==> src/rtl/rectangle_raster_painter_core_macros.svh <==
// Assertion helpers used by the core RTL file.
`ifndef RECTANGLE_RASTER_PAINTER_CORE_MACROS_SVH
`define RECTANGLE_RASTER_PAINTER_CORE_MACROS_SVH

`ifndef SYNTH
`define RRP_ASSERT_SAME(label, ante, cons) \
    label: assert property (@(posedge clk) disable iff (!rst_n) (ante) |-> (cons)) \
        else $error("rectangle raster painter check failed");
`define RRP_ASSERT_NEXT(label, ante, cons) \
    label: assert property (@(posedge clk) disable iff (!rst_n) (ante) |=> (cons)) \
        else $error("rectangle raster painter check failed");
`else
`define RRP_ASSERT_SAME(label, ante, cons)
`define RRP_ASSERT_NEXT(label, ante, cons)
`endif

`endif

==> src/rtl/rrp_ram.sv <==
module rrp_ram #(
    parameter int WIDTH = 8,
    parameter int DEPTH = 256
) (
    input  logic                     clk,
    input  logic                     we,
    input  logic [$clog2(DEPTH)-1:0] waddr,
    input  logic [WIDTH-1:0]         wdata,
    input  logic [$clog2(DEPTH)-1:0] raddr,
    output logic [WIDTH-1:0]         rdata
);

    logic [WIDTH-1:0] mem [DEPTH];

    always_ff @(posedge clk)
    begin
        if (we)
        begin
            mem[waddr] <= wdata;
        end
        rdata <= mem[raddr];
    end

endmodule

==> config.mk <==
export PLATFORM = sky130hd
export DESIGN_NAME = rrp_ram
export DESIGN_NICKNAME = d
export VERILOG_FILES = /design/src/rtl/rectangle_raster_painter_core_macros.svh /design/src/rtl/rrp_ram.sv
export SDC_FILE = /design/constraint.sdc
export NUM_CORES = 2
export LEC_CHECK = 0
export BUFFER_PORTS_ARGS = -buffer_cell sky130_fd_sc_hd__buf_2
export CAP_MARGIN = 10
export CORE_MARGIN = 2
export CORE_UTILIZATION = 24
export CTS_CLUSTER_DIAMETER = 30
export CTS_CLUSTER_SIZE = 20
export DETAILED_ROUTE_END_ITERATION = 16
export PLACE_DENSITY_LB_ADDON = 0.08
export SYNTH_ARGS = -nofsm -noshare
export SYNTH_HDL_FRONTEND = slang
export SYNTH_SLANG_ARGS = --single-unit
==> constraint.sdc <==
create_clock -name clk -period 5.7 [get_ports clk]
set_clock_uncertainty 0.05 [all_clocks]
set_input_delay 0.57 -clock clk [delete_from_list [all_inputs] [get_ports clk]]
set_output_delay 0.57 -clock clk [all_outputs]
set_load 0.01 [all_outputs]
* Word level (Yosys, flattened, before mapping)
Memories as Yosys holds them, arrays and structs flattened. A register that Yosys moved wholly into a read port is not among the register bits. Index checks and enable logic that the tools add are counted.
Storage, ports and cells: register bits after elaboration 0, memory bits (writable) 2048, input port bits 26, output and inout bits 8, word-level logic and storage cells 3, memories 1
Memories:
- mem | depth 256, bits a word 8, read ports 1, clocked after Yosys merged registers in 1, write ports 1, RTL line rrp_ram.sv:13 | logic [WIDTH-1:0] mem [DEPTH];
Operators by class: mux-type cells 2
Operators by type and width (count):
- $mux 1 | 2

* Logic depth before layout (Yosys ltp)
depth in word-level cells 2, mapped depth 11, mapped depth without buffers 6

* Worst setup path before layout
OpenSTA, ideal clock, no wires.
path kind input -> register, start point in raddr[0], end point reg rdata[2] (read register of mem), arrival 2.377 ns, data required time 5.519 ns, setup slack 3.142 ns, cell stages on the path 9, cell sequence buf_6 > buf_12 > buf_8 > buf_2 > mux4_2 > a22oi_1 > a21oi_1 > nor4_1 > nor4_2
RTL lines:
- from (decl) | RTL line rrp_ram.sv:9 | input logic [$clog2(DEPTH)-1:0] raddr,
- to (decl) | RTL line rrp_ram.sv:10 | output logic [WIDTH-1:0] rdata

==> impl_metrics.tcl <==
set metrics [dict create \
    status "completed" \
    cts_made_buffers 560 \
    powerDensity_nw_per_um2 468.6 \
    critPathSlowestCell "a221oi_1" \
    drc 0 \
    drtPass1Iterations 5 \
    hold_depth 1 \
    setup_viol 0 \
    path_class "in -> reg" \
    cts.sinks 2056 \
    synth_seq_cells 2056 \
    crit_cells 9 \
    cts_root_buf "clkbuf_16" \
    htreeDepth 6 \
    clk_latency_ns 0.97 \
    worstMarginPinSlew_ns 1.362 \
    vias_per_cell 4.471 \
    drt-wirelength-per-cell_um 28.66 \
    crit_chain "buf_8 > buf_12 > buf_12 > buf_12 > mux4_2 > a221oi_1 > o32ai_1 > nor3_1 > nor4_1" \
    final_hold_viol_count 0 \
    fp.coreArea_um2 330000 \
    syn_to_final_growth_pct 30.39 \
    synth_area_um2 79560 \
    min_from "wdata[6]" \
    antenna_left 0 \
    die_w_um 579.7 \
    maxSlewViolCount 0 \
    min_period_ns 4.143 \
    rsz0062_at_grt "false" \
    cts-hold-fix-buffers 3 \
    cap_violations 0 \
    ff2ff_setup_slack_ns 1.84 \
    hp-class "in -> reg" \
    cts_tree "built" \
    r2r-end "rdata[3]" \
    netlist_top_cells_area "edfxtp_1 77%, mux4_2 13%, mux2i_1 1.7%" \
    synth_top_area_frac 0.7730 \
    holdPathEnd "mem[211][6]" \
    r2r_start "mem[195][3]" \
    cpMostUsedCell "buf_12" \
    fin_setup_tns_ns 0 \
    cts_buffer_depth 4 \
    dp_hpwl_um 159900 \
    cts.clk_slew.worst_paths_ns 0.04 \
    grt_overflow_total 0 \
    io_pins 34 \
    yosys_warnings 0 \
    cp_max_fo 29 \
    gp_congestion 0.7369 \
    synth_flop_cell "edfxtp_1" \
    synth.avg_cell_area_um2 21.31 \
    cts_setup_buffers 0 \
    total_power_mw 48.61 \
    num_vias 40480 \
    synthArstFlopShare 0 \
    dieArea_um2 336100 \
    grt_pass1_vias 43530 \
    relSlewSlack 0.09180 \
    die_h_um 579.7 \
    wirelength_um 259500 \
    multi_input_area_um2 16560 \
    ys_seq_area_frac 0.7750 \
    start_util 0.2411 \
    track_usage 0.1515 \
    antenna_found_initial 28 \
    nets 4269 \
    start_kind "primary input" \
    synth_area_leader_cell "edfxtp_1" \
    cp_num_buf_inv 4 \
    synth_edf_count 2048 \
    drive_gt1_frac 0.3152 \
    grt_pass1_wl_um 358700 \
    ys_types 55 \
    cts_resized 0 \
    post-route-period-util 0.7269 \
    grt_max_degree 173 \
    peakVddDrop_mv 0.2764 \
    worstPathRequired_ns 6.45 \
    postSynthCellCount 3733 \
    syn-num-nets 3759 \
    drt_iter0_drc 3069 \
    place.port_buffers 33 \
    endpoint_kind "register" \
    fmax_ghz 0.2414 \
    cp.arrival_ns 4.89 \
    cpPeakStageDelay_ns 1.13 \
    p_leak_nw 33.20 \
    fillers 31710 \
    crit_family "compound AO/OA/AOI/OAI gates" \
    cp-startpoint "raddr[0]" \
    rows 211 \
    regArea_um2 61660 \
    reg2regPathDepth 6 \
]
final cells by class:
| class | instances | area share |
|---|---|---|
| diodes | 8 | 0.0001930 |
| clock buffers | 673 | 0.1416 |
| clock inverters | 325 | 0.03473 |
| inverters | 2 | 0.00007237 |
| multi-input cells | 1442 | 0.1597 |
| flip-flops and latches | 2056 | 0.5944 |
| well taps | 4366 | 0.05266 |
| repair buffers | 181 | 0.01665 |
sequential cells by signal, summed over array words and instances (netlist names):
signal / cells
mem: 2048
rdata: 8
cell usage after synthesis (3+ instances only):
| cell type | instances |
|---|---|
| nand2_1 | 33 |
| buf_2 | 31 |
| o211ai_1 | 10 |
| a21oi_1 | 96 |
| dfxtp_1 | 8 |
| o32ai_1 | 4 |
| or2_2 | 4 |
| mux2i_1 | 134 |
| o22a_1 | 5 |
| buf_6 | 21 |
| nand3_1 | 34 |
| o21ai_0 | 10 |
| a211oi_1 | 16 |
| buf_8 | 13 |
| nand2b_1 | 8 |
| a221oi_1 | 13 |
| mux4_2 | 454 |
| clkbuf_1 | 111 |
| nand4_1 | 10 |
| buf_4 | 27 |
| a22o_1 | 8 |
| nor3_1 | 22 |
| buf_12 | 8 |
| nor4_2 | 3 |
| o221ai_1 | 46 |
| nor2b_1 | 31 |
| edfxtp_1 | 2048 |
| a22oi_1 | 133 |
| buf_1 | 22 |
| nor4_1 | 24 |
| nor2_1 | 282 |
| o22ai_1 | 28 |
| and2_1 | 6 |
worst max-delay path by stage:
stage | end | slack, ns
2_1_floorplan | rdata[2] | 3.14
3_3_place_gp | rdata[3] | 0.59
3_5_place_dp | rdata[5] | 0.64
4_1_cts | rdata[5] | 1.68
5_1_grt | rdata[3] | 1.57
6_report | rdata[3] | 1.56
through the flow:
step | instances | hold WS [ns] | worst slack (ns) | utilization | area (um2)
final | 9053 | 0.02656 | 1.557 | 0.3143 | 103700
after global routing | 9047 | 0.03784 | 1.569 | 0.3143 | 103700
after CTS | 9045 | 0.02010 | 1.679 | 0.3143 | 103700
after detailed placement | 8044 | 0.9718 | 0.6380 | 0.2588 | 85390
after global placement | 8043 | 0.9715 | 0.5872 | 0.2587 | 85380
after floorplan | 3733 | 0.6189 | 3.142 | - | 79560
per-layer routing:
metal	up-vias	wire (um)	part of all wire	GRT usage
met1	21830	115500	0.45	0.2039
met5	-	11	0.000042	0
met3	445	12680	0.049	0.02897
li1	17040	-	-	-
met2	1159	124800	0.48	0.2471
met4	2	6438	0.025	0.04571
cells by family (layout without fill, tap and decap cells):
| group | Yosys count | count (layout) | synth area share |
|---|---|---|---|
| muxes | 591 | 591 | 0.1462 |
| other | 0 | 8 | 0 |
| DFF | 2056 | 2056 | 0.7750 |
| AOI/OAI and AO/OA | 385 | 385 | 0.03419 |
| buffers and inverters | 235 | 1181 | 0.01831 |
| and+or+nand+nor | 466 | 466 | 0.02628 |
power by group:
| part | switching [mW] | leakage (nW) | total [mW] | internal [mW] |
|---|---|---|---|---|
| Clock | 9.36 | 8.92 | 30.2 | 20.8 |
| Combinational | 1.14 | 5.81 | 1.67 | 0.528 |
| Sequential | 0.0278 | 18.5 | 16.8 | 16.7 |
| Total | 10.5 | 33.2 | 48.6 | 38.1 |
cells in the final DEF (no fill, tap or decap), types with 22 or more instances in the layout:
master     instances
edfxtp_1        2048
clkbuf_1          99
mux2i_1          134
o22ai_1           28
clkinv_1          93
nand3_1           25
buf_4            120
bufinv_16         58
mux4_2           454
clkinv_2         103
nor3_1            22
a21oi_1           95
nor2b_1           28
nand2_1           32
clkbuf_16        570
nor2_1           279
o221ai_1          46
buf_12            27
a22oi_1          133
(Power assumes the default switching activity.)
